--- src/hdl/pva_pkg.sv ---
`timescale 1ns / 1ps
`default_nettype none

package pva_pkg;

  // action codes
  localparam logic [1:0] ACT_NOTE_ON  = 2'd0;
  localparam logic [1:0] ACT_NOTE_OFF = 2'd1;
  localparam logic [1:0] ACT_CLEAR    = 2'd2;

  // outcome codes
  localparam logic [2:0] OC_IGNORED  = 3'd0;
  localparam logic [2:0] OC_FREE     = 3'd1;
  localparam logic [2:0] OC_RETRIG   = 3'd2;
  localparam logic [2:0] OC_STOLEN   = 3'd3;
  localparam logic [2:0] OC_RELEASED = 3'd4;
  localparam logic [2:0] OC_CLEARED  = 3'd5;

  typedef struct packed {
    logic [1:0]  action;
    logic [6:0]  note;
    logic [6:0]  velocity;
    logic [31:0] timestamp;
  } in_t;

  typedef struct packed {
    logic [1:0] voice;
    logic [2:0] outcome;
    logic [6:0] note_out;
    logic [6:0] velocity_out;
    logic [6:0] displaced_note;
  } out_t;

  // controller to datapath
  typedef struct packed {
    logic load_in;
    logic scan_start;
    logic scan_step;
    logic commit;
  } cmd_t;

  // datapath to controller
  typedef struct packed {
    logic steal_needed;
    logic scan_last;
    logic out_free;
  } status_t;

endpackage

`default_nettype wire

--- src/hdl/pva_ctrl.sv ---
`timescale 1ns / 1ps
`default_nettype none

module pva_ctrl (
  input  wire logic             clk,
  input  wire logic             rst,
  input  wire logic             in_valid,
  output logic                  in_ready,
  input  wire pva_pkg::status_t status,
  output pva_pkg::cmd_t         cmd
);

  typedef enum logic [1:0] {
    IDLE,
    EVAL,
    SCAN,
    COMMIT
  } state_t;

  state_t state;

  assign in_ready = (state == IDLE);

  always_comb begin
    cmd = '0;
    unique case (state)
      IDLE: begin
        cmd.load_in = in_valid;
      end
      EVAL: begin
        if (status.steal_needed) begin
          cmd.scan_start = 1'b1;
        end else begin
          cmd.commit = status.out_free;
        end
      end
      SCAN: begin
        cmd.scan_step = 1'b1;
      end
      COMMIT: begin
        cmd.commit = status.out_free;
      end
      default: begin
        cmd = '0;
      end
    endcase
  end

  always_ff @(posedge clk) begin
    if (rst) begin
      state <= IDLE;
    end else begin
      unique case (state)
        IDLE: begin
          if (in_valid) state <= EVAL;
        end
        EVAL: begin
          if (status.steal_needed) begin
            state <= SCAN;
          end else if (status.out_free) begin
            state <= IDLE;
          end
        end
        SCAN: begin
          if (status.scan_last) state <= COMMIT;
        end
        COMMIT: begin
          if (status.out_free) state <= IDLE;
        end
        default: begin
          state <= IDLE;
        end
      endcase
    end
  end

endmodule

`default_nettype wire

--- src/hdl/pva_dp.sv ---
`timescale 1ns / 1ps
`default_nettype none

module pva_dp #(
  parameter int VOICES = 4
) (
  input  wire logic          clk,
  input  wire logic          rst,
  input  wire pva_pkg::in_t  in_data,
  input  wire pva_pkg::cmd_t cmd,
  output pva_pkg::status_t   status,
  output logic               out_valid,
  input  wire logic          out_ready,
  output pva_pkg::out_t      out_data
);

  localparam int IW = (VOICES > 1) ? $clog2(VOICES) : 1;

  pva_pkg::in_t       in_q;
  logic [6:0]         voice_note [VOICES];
  logic [31:0]        voice_start [VOICES];
  logic [VOICES-1:0]  voice_active;

  logic [IW-1:0]      scan_idx;
  logic [IW-1:0]      best_idx;
  logic [31:0]        best_time;

  logic [VOICES-1:0]  match_vec;
  logic               any_match;
  logic               any_free;
  logic [IW-1:0]      match_idx;
  logic [IW-1:0]      free_idx;
  logic               is_clear;
  logic               is_release;
  logic               is_on;
  logic               steal;
  logic [IW-1:0]      pick_idx;
  logic [IW+1:0]      pick_wide;
  pva_pkg::out_t      res;

  always_comb begin
    for (int i = 0; i < VOICES; i++) begin
      match_vec[i] = voice_active[i] && (voice_note[i] == in_q.note);
    end
  end

  // lowest index wins: scan from the top down
  always_comb begin
    match_idx = '0;
    free_idx  = '0;
    for (int i = VOICES - 1; i >= 0; i--) begin
      if (match_vec[i]) match_idx = IW'(i);
      if (!voice_active[i]) free_idx = IW'(i);
    end
  end

  assign any_match  = |match_vec;
  assign any_free   = ~&voice_active;
  assign is_clear   = (in_q.action == pva_pkg::ACT_CLEAR);
  assign is_release = (in_q.action == pva_pkg::ACT_NOTE_OFF) ||
                      ((in_q.action == pva_pkg::ACT_NOTE_ON) && (in_q.velocity == 7'd0));
  assign is_on      = (in_q.action == pva_pkg::ACT_NOTE_ON) && (in_q.velocity != 7'd0);
  assign steal      = is_on && !any_match && !any_free;

  always_comb begin
    priority if (any_match) begin
      pick_idx = match_idx;
    end else if (any_free) begin
      pick_idx = free_idx;
    end else begin
      pick_idx = best_idx;
    end
  end

  assign pick_wide = {2'b00, pick_idx};

  always_comb begin
    res = '0;
    priority if (is_clear) begin
      res.outcome = pva_pkg::OC_CLEARED;
    end else if (is_release) begin
      if (any_match) begin
        res.voice    = pick_wide[1:0];
        res.outcome  = pva_pkg::OC_RELEASED;
        res.note_out = in_q.note;
      end
    end else if (is_on) begin
      res.voice        = pick_wide[1:0];
      res.note_out     = in_q.note;
      res.velocity_out = in_q.velocity;
      priority if (any_match) begin
        res.outcome = pva_pkg::OC_RETRIG;
      end else if (any_free) begin
        res.outcome = pva_pkg::OC_FREE;
      end else begin
        res.outcome        = pva_pkg::OC_STOLEN;
        res.displaced_note = voice_note[best_idx];
      end
    end else begin
      // unused action code: result stays all zero
    end
  end

  assign status.steal_needed = steal;
  assign status.scan_last    = (scan_idx == IW'(VOICES - 1));
  assign status.out_free     = !out_valid || out_ready;

  always_ff @(posedge clk) begin
    if (cmd.load_in) in_q <= in_data;
  end

  // oldest search: one voice per beat of the scan
  always_ff @(posedge clk) begin
    if (cmd.scan_start) begin
      best_idx  <= '0;
      best_time <= voice_start[0];
      scan_idx  <= IW'(1);
    end else if (cmd.scan_step) begin
      if (voice_start[scan_idx] < best_time) begin
        best_idx  <= scan_idx;
        best_time <= voice_start[scan_idx];
      end
      scan_idx <= scan_idx + IW'(1);
    end
  end

  always_ff @(posedge clk) begin
    if (cmd.commit && is_on) begin
      voice_note[pick_idx]  <= in_q.note;
      voice_start[pick_idx] <= in_q.timestamp;
    end
  end

  always_ff @(posedge clk) begin
    if (rst) begin
      voice_active <= '0;
    end else if (cmd.commit) begin
      priority if (is_clear) begin
        voice_active <= '0;
      end else if (is_release) begin
        if (any_match) voice_active[match_idx] <= 1'b0;
      end else if (is_on) begin
        voice_active[pick_idx] <= 1'b1;
      end else begin
        // unused action code: hold the pool
      end
    end
  end

  always_ff @(posedge clk) begin
    if (rst) begin
      out_valid <= 1'b0;
    end else if (cmd.commit) begin
      out_valid <= 1'b1;
    end else if (out_ready) begin
      out_valid <= 1'b0;
    end
  end

  always_ff @(posedge clk) begin
    if (cmd.commit) out_data <= res;
  end

  a_commit_slot_free: assert property (@(posedge clk) disable iff (rst)
    cmd.commit |-> (!out_valid || out_ready))
    else $error("commit while the result register is still full");

  a_commit_shows_result: assert property (@(posedge clk) disable iff (rst)
    cmd.commit |=> out_valid)
    else $error("committed result not presented");

  a_note_on_leaves_active: assert property (@(posedge clk) disable iff (rst)
    (cmd.commit && is_on) |=> (voice_active != '0))
    else $error("note on left no voice active");

  a_steal_only_when_full: assert property (@(posedge clk) disable iff (rst)
    cmd.scan_start |-> (&voice_active))
    else $error("oldest search started with a free voice");

endmodule

`default_nettype wire

--- src/hdl/poly_voice_allocator.sv ---
`timescale 1ns / 1ps
`default_nettype none

// Flow: an accepted event is evaluated in EVAL and committed once the output register is
//   free; a steal first runs the oldest search in SCAN (one voice a cycle), then COMMIT.
// A new event is accepted only in IDLE, after the previous one is committed; the next
//   event is taken while the previous result waits in the output register.
// Reset: synchronous; frees all voices, returns the controller to idle, empties output.
module poly_voice_allocator #(
  parameter int VOICES = 4
) (
  input  wire logic          clk,
  input  wire logic          rst,
  input  wire logic          in_valid,
  output logic               in_ready,
  input  wire pva_pkg::in_t  in_data,
  output logic               out_valid,
  input  wire logic          out_ready,
  output pva_pkg::out_t      out_data
);

  pva_pkg::cmd_t    cmd;
  pva_pkg::status_t status;

  pva_ctrl u_ctrl (
    .clk      (clk),
    .rst      (rst),
    .in_valid (in_valid),
    .in_ready (in_ready),
    .status   (status),
    .cmd      (cmd)
  );

  pva_dp #(
    .VOICES (VOICES)
  ) u_dp (
    .clk       (clk),
    .rst       (rst),
    .in_data   (in_data),
    .cmd       (cmd),
    .status    (status),
    .out_valid (out_valid),
    .out_ready (out_ready),
    .out_data  (out_data)
  );

endmodule

`default_nettype wire
--- config.mk ---
export PLATFORM = sky130hd
export DESIGN_NAME = poly_voice_allocator
export DESIGN_NICKNAME = d
export VERILOG_FILES = /design/src/hdl/pva_pkg.sv /design/src/hdl/pva_ctrl.sv /design/src/hdl/pva_dp.sv /design/src/hdl/poly_voice_allocator.sv
export SDC_FILE = /design/constraint.sdc
export NUM_CORES = 1
export LEC_CHECK = 0
export BUFFER_PORTS_ARGS = -buffer_cell sky130_fd_sc_hd__buf_2
export CORE_ASPECT_RATIO = 0.7
export CORE_MARGIN = 10
export CORE_UTILIZATION = 45
export DETAILED_ROUTE_END_ITERATION = 8
export GPL_ROUTABILITY_DRIVEN = 0
export PLACE_DENSITY = 0.62
export SLEW_MARGIN = 20
export SYNTH_ARGS = -nofsm -noshare
export SYNTH_HDL_FRONTEND = slang
export SYNTH_HIERARCHICAL = 1
export SYNTH_SLANG_ARGS = --single-unit
--- constraint.sdc ---
create_clock -name clk -period 7.2 [get_ports clk]
set_input_delay 0.72 -clock clk [delete_from_list [all_inputs] [get_ports clk]]
set_output_delay 0.72 -clock clk [all_outputs]
set_load 0.05 [all_outputs]
## After elaboration in Yosys (flattened, before gate mapping)

Memory sizes are Yosys's and may differ from the RTL's. A register that Yosys moved wholly into a read port is not among the register bits.
Index checks and enable logic that the tools add are counted.

- Input port bits: 52
- Memory bits (writable): 156
- Memories: 2
- Bits in registers: 117

Memory list:

| name | depth | width | read ports | clocked after memory_dff | wr ports | RTL line | text |
|---|---|---|---|---|---|---|---|
| u_dp.voice_start | 4 | 32 | 2 | 1 | 1 | pva_dp.sv:21 | `logic [31:0] voice_start [VOICES];` |
| u_dp.voice_note | 4 | 7 | 5 | 1 | 1 | pva_dp.sv:20 | `logic [6:0] voice_note [VOICES];` |

- Multiplexer cells: 47
- Reductions and logical operators: 31
- Magnitude comparators: 5
- $add $sub $neg: 1
- Bitwise gates (word level): 5
- Equal/unequal tests: 13

Operators by type and width:

| operator | count |
|---|---|
| 32-bit two-way mux | 3 |
| 2-bit two-way mux | 20 |
| 32-bit less-than comparator | 1 |
| 7-bit equality test | 4 |
| 26-bit two-way mux | 1 |
| 12-bit two-way mux | 2 |
| 4-bit two-way mux | 4 |
| 7-bit two-way mux | 2 |
| 1-bit logical AND | 11 |
| 1-bit two-way mux | 11 |
| 2-bit equality test, second input constant | 4 |
| 2-bit case mux with 4 select lines | 1 |
| 8-bit OR reduction | 1 |
| 7-bit logical NOT | 1 |
| 7-bit nonzero test | 1 |
| 2-bit by 3-bit less-than comparator with 1-bit output, second input constant | 2 |
| 2-bit AND reduction | 3 |
| 2-bit nonzero test | 3 |
| 4-bit bitwise AND | 1 |
| 1-bit demux with 2-bit select | 2 |
| 2-bit by 1-bit equality test with 1-bit output, second input constant | 2 |
| 2-bit by 1-bit greater-or-equal comparator with 1-bit output, second input constant | 2 |
| 2-bit logical NOT | 2 |
| 2-bit != test, second input constant | 2 |
| other kinds (13) | 16 |

## Longest topological paths before layout

An unclocked memory read counts as a cell.

- Word-level depth: 16
- Depth in mapped cells: 14
- Mapped depth without buffers: 12

## Hierarchy

Netlist, hierarchy kept.

By module, submodules not included:

| module | times used | area each (um^2) | seq. area each (um^2) | cells each |
|---|---|---|---|---|
| pva_dp | 1 | 11,378.4 | 8,127.8 | 630 |
| pva_ctrl | 1 | 116.4 | 40.0 | 16 |

## Least setup slack after synthesis

No wires, ideal clock.

- Path type: reg2reg
- Start point: register u_dp/in_q[41] (netlist bit)
- End point: memory u_dp.voice_note[3][0] (enable)
- Clock period less this slack: 6.022 ns
- Cell stages (with the launch flop): 14
- Buffers on the path: 2
- Arrival time: 5.587 ns
- Path slack: 1.178 ns
- Library setup time: 0.435 ns
- Cells stage by stage: edfxtp_1 buf_6 xor2_1 nor4_4 and2_4 nor4_4 nand3_1 inv_1 buf_4 nor2b_1 nor2_1 inv_1 or4_4 nor2_1

RTL lines:

| item | RTL line | text |
|---|---|---|
| start, declared | pva_dp.sv:19 | `pva_pkg::in_t in_q;` |
| start signal, assigned | pva_dp.sv:109 | `if (cmd.load_in) in_q <= in_data;` |
| end, declared | pva_dp.sv:20 |  |

==> results.sh <==
export IMPL_run_status="finished clean"
export IMPL_most_instantiated_flip_flop_cell_in_the_synthesis_netlist="edfxtp_1"
export IMPL_worst_ep_arrival_time_ns=4.93
export IMPL_synth_cell_types=63
export IMPL_maximum_number_of_pins_on_one_net_before_global_route_repair=43
export IMPL_syn_area_sq_mm=0.01149
export IMPL_grt_first_pass_wirelength_mm=36.04
export IMPL_synthAdderAreaFrac=0.03483
export IMPL_setup_skew_after_layout_ns=0.02073
export IMPL_timing_max_transition_violations_final=0
export IMPL_synth_edff_count=262
export IMPL_coreArea_sq_mm=0.02492
export IMPL_ys_warn_count=6
export IMPL_dpl_cell_area_sq_mm=0.01229
export IMPL_postCtsResizedCells=0
export IMPL_tritoncts="yes"
export IMPL_synth_top_family_by_area="multiplexers"
export IMPL_worstPathCellList="xor2_1 > nor4_4 > and2_4 > nor4_4 > nand3_1 > inv_1 > nor2b_1 > nor2_2 > buf_4 > nand3_1 > nor2b_4 > buf_4"
export IMPL_worstMarginPinSlew_ns=0.8687
export IMPL_track_usage=0.1414
export IMPL_dp_hpwl_mm=15.05
export IMPL_max_fanout_on_critical_path=31
export IMPL_ys_seq_elements=277
export IMPL_die_width_microns=211.0
export IMPL_vdd_ir_drop_max_uv=168.3
export IMPL_share_of_the_clock_period_used_by_the_worst_path=0.6571
export IMPL_criticalPathCategory="reg -> reg"
export IMPL_cts_hold_buffers_added=0
export IMPL_insertion_delay_of_the_later_clocked_pin_in_the_worst_skew_pair_ns=0.55
export IMPL_number_of_buffer_cells_added_on_primary_ports=79
export IMPL_timing_hold_worst_class="in -> reg"
export IMPL_critPathMaxStageDelay_ns=0.73
export IMPL_post_synth_and_or_nand_nor_area_fraction=0.06389
export IMPL_endpoint_kind="flop"
export IMPL_grt_setup_unrepaired="false"
export IMPL_cts_max_path_buffers=3
export IMPL_final_hold_viol_count=0
export IMPL_fillCellCount=1966
export IMPL_synth_area_mux_share=0.1104
export IMPL_p_per_area_mw_per_mm2=261.1
export IMPL_synthesis_instances=646
export IMPL_clk_transition_reported_paths_ns=0.06
export IMPL_required_time_of_the_worst_setup_path_ns=7.40
export IMPL_drt_initial_drc_count=418
export IMPL_routed_via_count=5870
export IMPL_layout_area_overhead_vs_synth_pct=15.09
export IMPL_area_taken_by_multi_input_logic_gates_sq_mm=0.003100
export IMPL_maxCapViolations=0
export IMPL_ctsHtreeMaxLevel=1
export IMPL_synth_seq_area_share=0.7106
export IMPL_cpMaxStageDelayCell="nor2b_4"
export IMPL_report_power_total_mw=3.454
export IMPL_report_final_setup_viol=0
export IMPL_power_leakage_nw=4.543
export IMPL_synthArstFlopShare=0
export IMPL_timing_hold_ws_ns=0.3448
export IMPL_final_net_count=825
export IMPL_relSlewSlack=0.4199
export IMPL_synth_xor_area_frac=0.02210
export IMPL_postCtsSetupRepairBufs=0
export IMPL_cts_made_buffers=27
export IMPL_fp_row_count=48
export IMPL_fmax_mhz=211.4
export IMPL_cts_root_buf="clkbuf_16"
export IMPL_detail_route_drc_violations=0
export IMPL_post_synthesis_compound_gate_area_fraction=0.03483
export IMPL_final_seq_area_sq_mm=0.008169
export IMPL_vias_in_the_first_global_route=6184
export IMPL_mappedNetlistNets=730
export IMPL_final_common_cell="edfxtp_1"
export IMPL_mostFrequentLayoutCells="262 x edfxtp_1, 79 x buf_2, 39 x mux4_2, 39 x inv_1"
export IMPL_initial_core_util=0.4612
export IMPL_dpl_cell_count=1037
export IMPL_totalNegativeSetupSlack_ns=0
export IMPL_gr_total_overflow=0
export IMPL_detail_route_antenna_nets=0
export IMPL_num_clock_sinks=277
export IMPL_post_drt_via_cell_ratio=5.405
export IMPL_post_synth_cell_area_avg_sq_um=17.79
export IMPL_die_height_microns=153.7
export IMPL_worstSetupStartpointType="flop"
export IMPL_final_cell_area_sq_mm=0.01323
export IMPL_antenna_diode_count=0
export IMPL_final_layout_size_suffix_gt1_frac=0.2917
export IMPL_first_pass_iters=5
export IMPL_wire_per_inst_microns=21.02
export IMPL_die_area_sq_mm=0.03244
export IMPL_drt_total_wl_mm=22.83
export IMPL_grt_antenna_before_repair=0
export IMPL_boundaryPins=80
export IMPL_non_filler_cells_final=1086
export IMPL_period_needed_ns=4.731
[critical path, delay by kind of cell, from the launching register on]
| family | cells | cell delay (ns) |
|---|---|---|
| XOR/XNOR | 1 | 0.28 |
| buffers and inverters | 3 | 0.96 |
| flip-flops | 1 | 0.61 |
| AND/OR/NAND/NOR | 8 | 2.51 |
[cells in the mapped netlist (6+ instances only)]
cell / instances / share of area
a21oi_1: 14 / 0.0061
and2_1: 16 / 0.0087
buf_1: 6 / 0.0020
buf_2: 8 / 0.0035
dfxtp_1: 15 / 0.026
edfxtp_1: 262 / 0.68
ha_1: 32 / 0.035
inv_1: 39 / 0.013
mux2_2: 32 / 0.031
mux4_2: 39 / 0.076
nand2_1: 17 / 0.0056
nand2b_1: 8 / 0.0044
nand4_1: 11 / 0.0060
nor2_1: 19 / 0.0062
nor2b_1: 12 / 0.0065
o21ai_0: 8 / 0.0035
xnor2_1: 20 / 0.015
xor2_1: 9 / 0.0069
[registers in the layout (all words and copies together), names as in the netlist, named ones only]
register / count
u_dp/best_time: 32
u_dp/voice_active: 4
u_ctrl/state: 2
u_dp/scan_idx: 2
u_dp/best_idx: 2
u_dp/in_q: 48
u_dp/out_valid: 1
u_dp/voice_note: 28
u_dp/out_data: 26
u_dp/voice_start: 128
[cell type report]
class                           instances  share of cell area
Sequential cell                       277              0.6175
Clock inverter                         13             0.01636
Clock buffer                           36             0.05438
Timing Repair Buffer                   89             0.03556
Multi-Input combinational cell        307              0.2344
Inverter                               39             0.01107
Tap cell                              325             0.03074
[metal layers]
layer / wire length (microns) / up-vias / share of wire / track usage
li1: - / 2723 / - / -
met1: 11170 / 2964 / 0.49 / 0.2065
met2: 9967 / 158 / 0.44 / 0.2102
met3: 1339 / 25 / 0.059 / 0.03249
met4: 347 / 0 / 0.015 / 0.03198
met5: 0 / - / 0 / 0
[cells by family after synthesis]
logic type	Yosys count
buffers and inverters	62
multiplexers	74
AO/OA/AOI/OAI	55
XOR/XNOR	29
adder cells (fa/ha/maj)	32
flip-flops	277
AND/OR/NAND/NOR	117
[path summary, 6_finish.rpt]
path	from	to	slack (ns)	cells past startpoint
worst max-delay path	u_dp/in_q[41]$_DFFE_PP_	u_dp/voice_note[0][1]$_DFFE_PP_	2.47	12
worst min-delay path	in_data[19]	u_dp/in_q[19]$_DFFE_PP_	0.34	1
worst max register to register	u_dp/in_q[41]$_DFFE_PP_	u_dp/voice_note[0][1]$_DFFE_PP_	2.47	12
worst min register to register	u_dp/in_q[24]$_DFFE_PP_	u_dp/voice_start[0][24]$_DFFE_PP_	0.49	0
[power breakdown]
| group | leakage, nW | switching [mW] | total (mW) | internal, mW |
|---|---|---|---|---|
| Combinational | 1.56 | 0.0854 | 0.127 | 0.0415 |
| Sequential | 2.53 | 0.0302 | 1.83 | 1.80 |
| Clock | 0.457 | 0.579 | 1.49 | 0.915 |
[stage by stage]
stage | utilization | setup slack [ns]
2_1_floorplan | - | 1.178
3_3_place_gp | 0.4932 | 2.622
3_5_place_dp | 0.4932 | 2.474
4_1_cts | 0.5308 | 2.433
5_1_grt | 0.5308 | 2.210
6_report | 0.5308 | 2.469
No activity file was read; power rests on OpenSTA's default activity.
